File: src/sv/spa_pkg.sv
// ----------------------------------------------------------------------------
// spa_pkg
// Shared types for the slot pool allocator: the order-cell operations and
// the link that one order cell hands to its right-hand neighbour.
// ----------------------------------------------------------------------------
package spa_pkg;

    // Operation broadcast to every order cell in a cycle
    typedef enum logic [2:0] {
        OP_NONE    = 3'd0,
        OP_APPEND  = 3'd1,
        OP_RECLAIM = 3'd2,
        OP_RELEASE = 3'd3,
        OP_CLEAR   = 3'd4
    } t_op;

    // Left-to-right hand-off between neighbouring cells
    typedef struct packed {
        logic valid;   // this cell holds a list entry
        logic shift;   // released entry sits here or further left
    } t_fwd_link;

endpackage

File: src/sv/spa_order_cell.sv
// ----------------------------------------------------------------------------
// spa_order_cell
// One position of the grant-order list: holds a slot number and a valid
// flag, and takes its right-hand neighbour's entry when the list closes up.
// ----------------------------------------------------------------------------
module spa_order_cell #(
    parameter int SLOT_W = 4
) (
    input  logic               i_clk,
    input  logic               i_rst_n,
    input  spa_pkg::t_op       i_op,
    input  logic [SLOT_W-1:0]  i_new_slot,
    input  logic [SLOT_W-1:0]  i_rel_slot,
    input  spa_pkg::t_fwd_link i_left,
    output spa_pkg::t_fwd_link o_right,
    input  logic               i_next_valid,
    input  logic [SLOT_W-1:0]  i_next_slot,
    output logic               o_valid,
    output logic [SLOT_W-1:0]  o_slot
);

    logic              r_valid;
    logic              n_valid;
    logic [SLOT_W-1:0] r_slot;
    logic [SLOT_W-1:0] n_slot;
    logic              w_shift;

    // Close the gap from the released entry rightwards
    assign w_shift = (i_op == spa_pkg::OP_RELEASE) &&
                     (i_left.shift || (r_valid && (r_slot == i_rel_slot)));

    assign o_right.valid = r_valid;
    assign o_right.shift = w_shift;
    assign o_valid       = r_valid;
    assign o_slot        = r_slot;

    always_comb begin
        n_valid = r_valid;
        n_slot  = r_slot;
        case (i_op)
            spa_pkg::OP_CLEAR: begin
                n_valid = 1'b0;
            end
            spa_pkg::OP_APPEND: begin
                // first empty cell takes the new tail entry
                if (!r_valid && i_left.valid) begin
                    n_valid = 1'b1;
                    n_slot  = i_new_slot;
                end
            end
            spa_pkg::OP_RECLAIM: begin
                // rotate: all entries move one left, the old head lands at the tail
                if (r_valid) begin
                    n_slot = i_next_valid ? i_next_slot : i_new_slot;
                end
            end
            spa_pkg::OP_RELEASE: begin
                if (w_shift) begin
                    if (i_next_valid) begin
                        n_slot = i_next_slot;
                    end else begin
                        n_valid = 1'b0;
                    end
                end
            end
            default: begin
            end
        endcase
    end

    always_ff @(posedge i_clk) begin
        if (!i_rst_n) begin
            r_valid <= 1'b0;
        end else begin
            r_valid <= n_valid;
        end
    end

    always_ff @(posedge i_clk) begin
        r_slot <= n_slot;
    end

endmodule

File: src/sv/slot_pool_allocator_oldest_reclaim.sv
// ----------------------------------------------------------------------------
// slot_pool_allocator_oldest_reclaim
// Fixed slot pool allocator that reclaims the oldest granted slot when full.
// ----------------------------------------------------------------------------
// Usage:
//   Requests arrive on the s_axis channel: tuser is the action (0 allocate,
//   1 release) and tdata[3:0] the slot to release. Each request yields one
//   response transaction on m_axis: ok, granted slot and a reclaimed flag.
//   The pool size is written on the cfg channel (always ready); a write also
//   empties the pool. Write it only while no request is outstanding.
// Timing:
//   A request is answered in the cycle after acceptance; a new request can be
//   taken every cycle unless m_axis stalls: the lowest-free-slot search and
//   the grant-order cell row update both complete in the accepting cycle.
//   The response sits in an output register; while the receiver stalls with
//   a response pending, s_axis_tready is low and the requester is held.
// Reset:
//   Pool size returns to 16 (capped at POOL_DEPTH), every slot inactive and
//   the grant-order list empty. No clearing pass is needed.
// ----------------------------------------------------------------------------
module slot_pool_allocator_oldest_reclaim #(
    parameter int POOL_DEPTH = 16
) (
    input  logic       i_clk,
    input  logic       i_rst_n,
    // configuration write: slots_in_use
    input  logic       i_cfg_valid,
    output logic       o_cfg_ready,
    input  logic [4:0] i_cfg_data,
    // request stream
    input  logic       s_axis_tvalid,
    output logic       s_axis_tready,
    input  logic [7:0] s_axis_tdata,   // [3:0] slot_index, [7:4] zero
    input  logic       s_axis_tuser,   // [0] action
    // response stream
    output logic       m_axis_tvalid,
    input  logic       m_axis_tready,
    output logic [7:0] m_axis_tdata    // [0] ok, [4:1] granted_slot, [5] reclaimed,
                                       // [7:6] zero
);

    localparam int IW       = (POOL_DEPTH > 1) ? $clog2(POOL_DEPTH) : 1;
    localparam int SW       = $clog2(POOL_DEPTH + 1);
    localparam int RST_SIZE = (POOL_DEPTH < 16) ? POOL_DEPTH : 16;

    // Pool state
    logic [SW-1:0]         r_size;
    logic [SW-1:0]         n_size;
    logic [POOL_DEPTH-1:0] r_active;
    logic [POOL_DEPTH-1:0] n_active;

    // Response register
    logic       r_out_valid;
    logic       n_out_valid;
    logic       r_ok;
    logic       n_ok;
    logic [3:0] r_granted;
    logic [3:0] n_granted;
    logic       r_recl;
    logic       n_recl;

    // Cell row
    spa_pkg::t_op       w_op;
    logic [IW-1:0]      w_new_slot;
    logic [IW-1:0]      w_rel_slot;
    spa_pkg::t_fwd_link w_link  [POOL_DEPTH+1];
    logic               w_cvalid [POOL_DEPTH];
    logic [IW-1:0]      w_cslot  [POOL_DEPTH];

    logic          w_accept;
    logic          w_free_found;
    logic [IW-1:0] w_free_idx;
    logic          w_rel_ok;

    assign o_cfg_ready   = 1'b1;
    assign s_axis_tready = !r_out_valid || m_axis_tready;
    assign w_accept      = s_axis_tvalid && s_axis_tready;

    assign m_axis_tvalid = r_out_valid;
    assign m_axis_tdata  = {2'b00, r_recl, r_granted, r_ok};

    // Release target, resized to the slot number width
    assign w_rel_slot = IW'(32'(s_axis_tdata[3:0]));

    // Lowest inactive slot within the current pool size
    always_comb begin
        w_free_found = 1'b0;
        w_free_idx   = '0;
        for (int s = 0; s < POOL_DEPTH; s++) begin
            if (!w_free_found && (32'(s) < 32'(r_size)) && !r_active[s]) begin
                w_free_found = 1'b1;
                w_free_idx   = IW'(s);
            end
        end
    end

    assign w_rel_ok = (32'(s_axis_tdata[3:0]) < 32'(r_size)) && r_active[w_rel_slot];

    // Decode the transaction into a cell operation and a response
    always_comb begin
        n_size      = r_size;
        n_active    = r_active;
        n_out_valid = r_out_valid;
        n_ok        = r_ok;
        n_granted   = r_granted;
        n_recl      = r_recl;
        w_op        = spa_pkg::OP_NONE;
        w_new_slot  = w_free_idx;

        if (r_out_valid && m_axis_tready) begin
            n_out_valid = 1'b0;
        end

        if (i_cfg_valid) begin
            // cap at the pool depth and empty the pool
            if (32'(i_cfg_data) > 32'(POOL_DEPTH)) begin
                n_size = SW'(POOL_DEPTH);
            end else begin
                n_size = SW'(32'(i_cfg_data));
            end
            n_active = '0;
            w_op     = spa_pkg::OP_CLEAR;
        end else if (w_accept) begin
            n_out_valid = 1'b1;
            n_ok        = 1'b0;
            n_granted   = '0;
            n_recl      = 1'b0;
            if (!s_axis_tuser) begin
                if (w_free_found) begin
                    w_op                 = spa_pkg::OP_APPEND;
                    n_active[w_free_idx] = 1'b1;
                    n_ok                 = 1'b1;
                    n_granted            = 4'(32'(w_free_idx));
                end else if (w_cvalid[0]) begin
                    // pool full: rotate the oldest grant to the tail
                    w_op       = spa_pkg::OP_RECLAIM;
                    w_new_slot = w_cslot[0];
                    n_ok       = 1'b1;
                    n_granted  = 4'(32'(w_cslot[0]));
                    n_recl     = 1'b1;
                end
            end else if (w_rel_ok) begin
                w_op                 = spa_pkg::OP_RELEASE;
                n_active[w_rel_slot] = 1'b0;
                n_ok                 = 1'b1;
            end
        end
    end

    // Head of the row: always "valid" to its right, nothing released before it
    assign w_link[0].valid = 1'b1;
    assign w_link[0].shift = 1'b0;

    for (genvar g = 0; g < POOL_DEPTH; g++) begin : g_cell
        logic          w_next_valid;
        logic [IW-1:0] w_next_slot;

        if (g == POOL_DEPTH - 1) begin : g_tail
            assign w_next_valid = 1'b0;
            assign w_next_slot  = '0;
        end else begin : g_mid
            assign w_next_valid = w_cvalid[g+1];
            assign w_next_slot  = w_cslot[g+1];
        end

        spa_order_cell #(
            .SLOT_W (IW)
        ) u_cell (
            .i_clk        (i_clk),
            .i_rst_n      (i_rst_n),
            .i_op         (w_op),
            .i_new_slot   (w_new_slot),
            .i_rel_slot   (w_rel_slot),
            .i_left       (w_link[g]),
            .o_right      (w_link[g+1]),
            .i_next_valid (w_next_valid),
            .i_next_slot  (w_next_slot),
            .o_valid      (w_cvalid[g]),
            .o_slot       (w_cslot[g])
        );
    end

    // Control state
    always_ff @(posedge i_clk) begin
        if (!i_rst_n) begin
            r_size      <= SW'(RST_SIZE);
            r_active    <= '0;
            r_out_valid <= 1'b0;
        end else begin
            r_size      <= n_size;
            r_active    <= n_active;
            r_out_valid <= n_out_valid;
        end
    end

    // Response payload
    always_ff @(posedge i_clk) begin
        r_ok      <= n_ok;
        r_granted <= n_granted;
        r_recl    <= n_recl;
    end

endmodule
File: config.mk
export PLATFORM = sky130hd
export DESIGN_NAME = slot_pool_allocator_oldest_reclaim
export DESIGN_NICKNAME = d
export VERILOG_FILES = /design/src/sv/spa_pkg.sv /design/src/sv/spa_order_cell.sv /design/src/sv/slot_pool_allocator_oldest_reclaim.sv
export SDC_FILE = /design/constraint.sdc
export NUM_CORES = 1
export LEC_CHECK = 0
export BUFFER_PORTS_ARGS = -buffer_cell sky130_fd_sc_hd__buf_2
export CORE_MARGIN = 3
export CORE_UTILIZATION = 57
export DETAILED_ROUTE_END_ITERATION = 8
export GPL_ROUTABILITY_DRIVEN = 1
export GPL_TIMING_DRIVEN = 1
export PLACE_DENSITY = 0.78
export SETUP_SLACK_MARGIN = 0.15
export SYNTH_ARGS = -nofsm -noshare
export SYNTH_HDL_FRONTEND = slang
export SYNTH_SLANG_ARGS = --single-unit
File: constraint.sdc
create_clock -name i_clk -period 2.79 [get_ports i_clk]
set_clock_uncertainty 0.05 [all_clocks]
set_input_delay 0.279 -clock i_clk [delete_from_list [all_inputs] [get_ports i_clk]]
set_output_delay 0.279 -clock i_clk [all_outputs]
set_load 0.005 [all_outputs]
==> flow_summary.yaml <==
final_layout:
  fillers: 854
  synthToLayoutAreaGrowth_pct: 27.9
  fin_cells: 1078
  mostFrequentLayoutCells: "buf_4, nand2_1, edfxtp_1"
  diodes: 0
  nets: 927
  drive_gt1_frac: 0.304
  final_common_cell: "buf_4"
  final_core_util: 0.749
  regArea_sq_mm: 0.00288
  multi_input_area_sq_mm: 0.00416
grt:
  grt.overflow.total: 0
  grt_max_degree: 30
  grt_usage: 0.324
  antenna_found_initial: 0
  grt_pass1_vias: 6698
  grt_first_pass_wirelength_um: 35500
detailed_routing:
  via_count: 7259
  first_pass_iters: 7
  drc: 0
  dr.first_iter.drc_count: 917
  postRouteAntennaNets: 0
  routedWlPerCell_um: 22.8
  wirelength_um: 24600
  viasPerCell: 6.73
clocking:
  clk_latency_ns: 0.37
  htree_num_levels: 3
  clockBufferDepth: 2
  cts_buffers: 9
  cts_tree: "built"
  path_clk_slew_ns: 0.07
  root_buffer: "clkbuf_16"
  clock-sinks: 108
critical_path:
  critPathArrivalTime_ns: 2.73
  cp_num_cells: 10
  crit_family: "simple AND/OR/NAND/NOR gates"
  required_ns: 2.83
  reg2reg_from: "r_size[3]"
  reg2reg_to: "g_cell[6].u_cell.o_slot[0]"
  cp-startpoint: "r_size[3]"
  endpoint: "g_cell[6].u_cell.o_slot[0]"
  crit_path_start_kind: "register"
  r2r_slack_ns: 0.10
  path_cells: "inv_4, or3_1, a32o_2, and3_4, and4_4, buf_4, clkbuf_16, nand2_1, buf_4, o221ai_1"
  critPathMaxStageDelay_ns: 0.39
  crit_path_max_fanout: 12
  critPathKind: "reg -> reg"
  slowest_stage: "dfxtp_4"
  cp.buffers_inverters: 4
  cpMostUsedCell: "buf_4"
  cp-end-kind: "register"
  rr_worst_depth: 10
place:
  placed_cells: 1023
  numPortBuffers: 22
  hpwl_um: 15800
  routabilityCongestion: 0.996
min_path:
  hold_class: "in -> reg"
  hp-start: "i_cfg_data[4]"
timing:
  max_slew.worst_pin.slew_ns: 0.575
  slew_headroom: 0.616
  fmax_ghz: 0.372
  rsz0062_at_grt: "true"
  min_period_over_period: 0.963
  hold_viol_final: 0
  fin_crit_ns: 2.69
  setup_viol: 0
  report.final.slew_viol_count: 0
logic_synthesis:
  ys_seq_area_frac: 0.403
  syn_area_per_cell_sq_um: 8.95
  yosys_warnings: 0
  synth_ff_type: "edfxtp_1"
  synth_async_sr_flop_share: 0
  syn_area_sq_mm: 0.00710
  synth_edf_count: 70
  synth_cells: 793
  synth-seq-cells: 108
  synth_cell_types: 84
power:
  swShare: 0.262
  power_switching_w: 0.000951
  powerDensity_mw_per_mm2: 400
  leakagePower_nw: 3.50
  combPwrFrac: 0.148
  p_seq_frac: 0.488
  ir_worst_vdd_uv: 499
  intPower_w: 0.00268
  clock_power_share: 0.363
run_status:
  outcome: "finished, final reports clean"
run:
  cap_violations: 0
die:
  start_util: 0.586
  die_x_um: 118
  core_area_sq_mm: 0.0121
  rows: 40
  io_pins: 30
  die_y_um: 118
  die_area_sq_mm: 0.0138
## power groups by stage
stage	sequential (W)	combinational [W]	clock (W)
after floorplan	0.00180	0.000301	0
after global placement	0.00181	0.000445	0
after detailed placement	0.00181	0.000456	0
after CTS	0.00177	0.000471	0.00132
after global routing	0.00177	0.000570	0.00138
final	0.00177	0.000538	0.00132
## flip-flops by register name, indices dropped and copies added (netlist names)
register	cells
g_cell.u_cell.o_valid	16
r_granted	4
g_cell.u_cell.o_slot	64
m_axis_tvalid	1
r_recl	1
r_ok	1
r_size	5
r_active	16
## worst min path at each step
stage | cells after the start | endpoint
4_1_cts | 3 | r_size[4]
3_3_place_gp | 2 | r_active[14]
2_1_floorplan | 2 | r_size[4]
3_5_place_dp | 2 | r_active[15]
5_1_grt | 3 | r_size[4]
6_report | 3 | r_size[4]
## per-layer routing
layer,vias to the layer above,track usage,part of all wire
met1,3435,0.439,0.38
met4,0,0.109,0.039
met3,113,0.0951,0.13
met2,557,0.498,0.45
met5,-,0,0
li1,3154,-,-
## what timing repair did
item | in CTS | in global routing
cloned | 2 | 4
hold buffers | 0 | 0
endpoints found under the setup margin | 119 | 145
pin swaps | 8 | 42
setup buffers | 5 | 28
resized for setup | 15 | 92
## worst min-delay path, stage by stage
cell and delay, ns:
buf_2 0.13, nand2_1 0.07, o211ai_1 0.07
## through the flow
step | instance area (sq um) | total power (W) | hold slack, ns | setup WS (ns) | TNS (ns)
after floorplan | 7220 | 0.00210 | 0.359 | 0.104 | 0
after CTS | 8440 | 0.00356 | 0.175 | 0.0937 | 0
final | 9080 | 0.00363 | 0.176 | 0.102 | 0
after global routing | 9080 | 0.00372 | 0.206 | 0.00871 | 0
after global placement | 8020 | 0.00225 | 0.452 | 0.0342 | 0
after detailed placement | 8020 | 0.00227 | 0.466 | -0.00381 | -0.0151
## synthesized netlist by cell type, types with 8 or more instances
cell type | number | area (sq um)
o211ai_1 | 56 | 420
xor2_1 | 39 | 342
xnor2_1 | 25 | 219
o21ai_0 | 47 | 235
and2_1 | 9 | 56.3
buf_4 | 14 | 105
nand3_1 | 21 | 105
buf_2 | 21 | 105
o221ai_1 | 13 | 114
nor4_1 | 8 | 50.1
nor2b_1 | 13 | 81.3
dfxtp_1 | 38 | 761
edfxtp_1 | 70 | 2100
a21oi_1 | 34 | 170
o31ai_1 | 8 | 60.1
a21o_1 | 11 | 82.6
inv_1 | 29 | 109
clkbuf_1 | 25 | 93.8
nor2_1 | 39 | 146
nand2_1 | 118 | 443
nor3_1 | 14 | 70.1
## logic make-up (layout without fill, tap and decap cells)
family                   Yosys count  count (layout)  synth area share
AND/OR/NAND/NOR                  266             266             0.184
AO/OA/AOI/OAI                    249             250             0.250
flip-flops                       108             108             0.403
buffers and inverters             95             210            0.0624
XOR/XNOR                          64              64            0.0790
multiplexers                       6               6            0.0155
adder cells (fa/ha/maj)            3               3           0.00529
other                              2               3           0.00106
## final cells by class
class / instances / share of cell area
Multi-Input combinational cell: 592 / 0.458
Sequential cell: 108 / 0.318
Timing Repair Buffer: 163 / 0.155
Clock buffer: 13 / 0.0310
Tap cell: 168 / 0.0232
Inverter: 31 / 0.0131
Clock inverter: 3 / 0.00207
(Power assumes the default switching activity.)
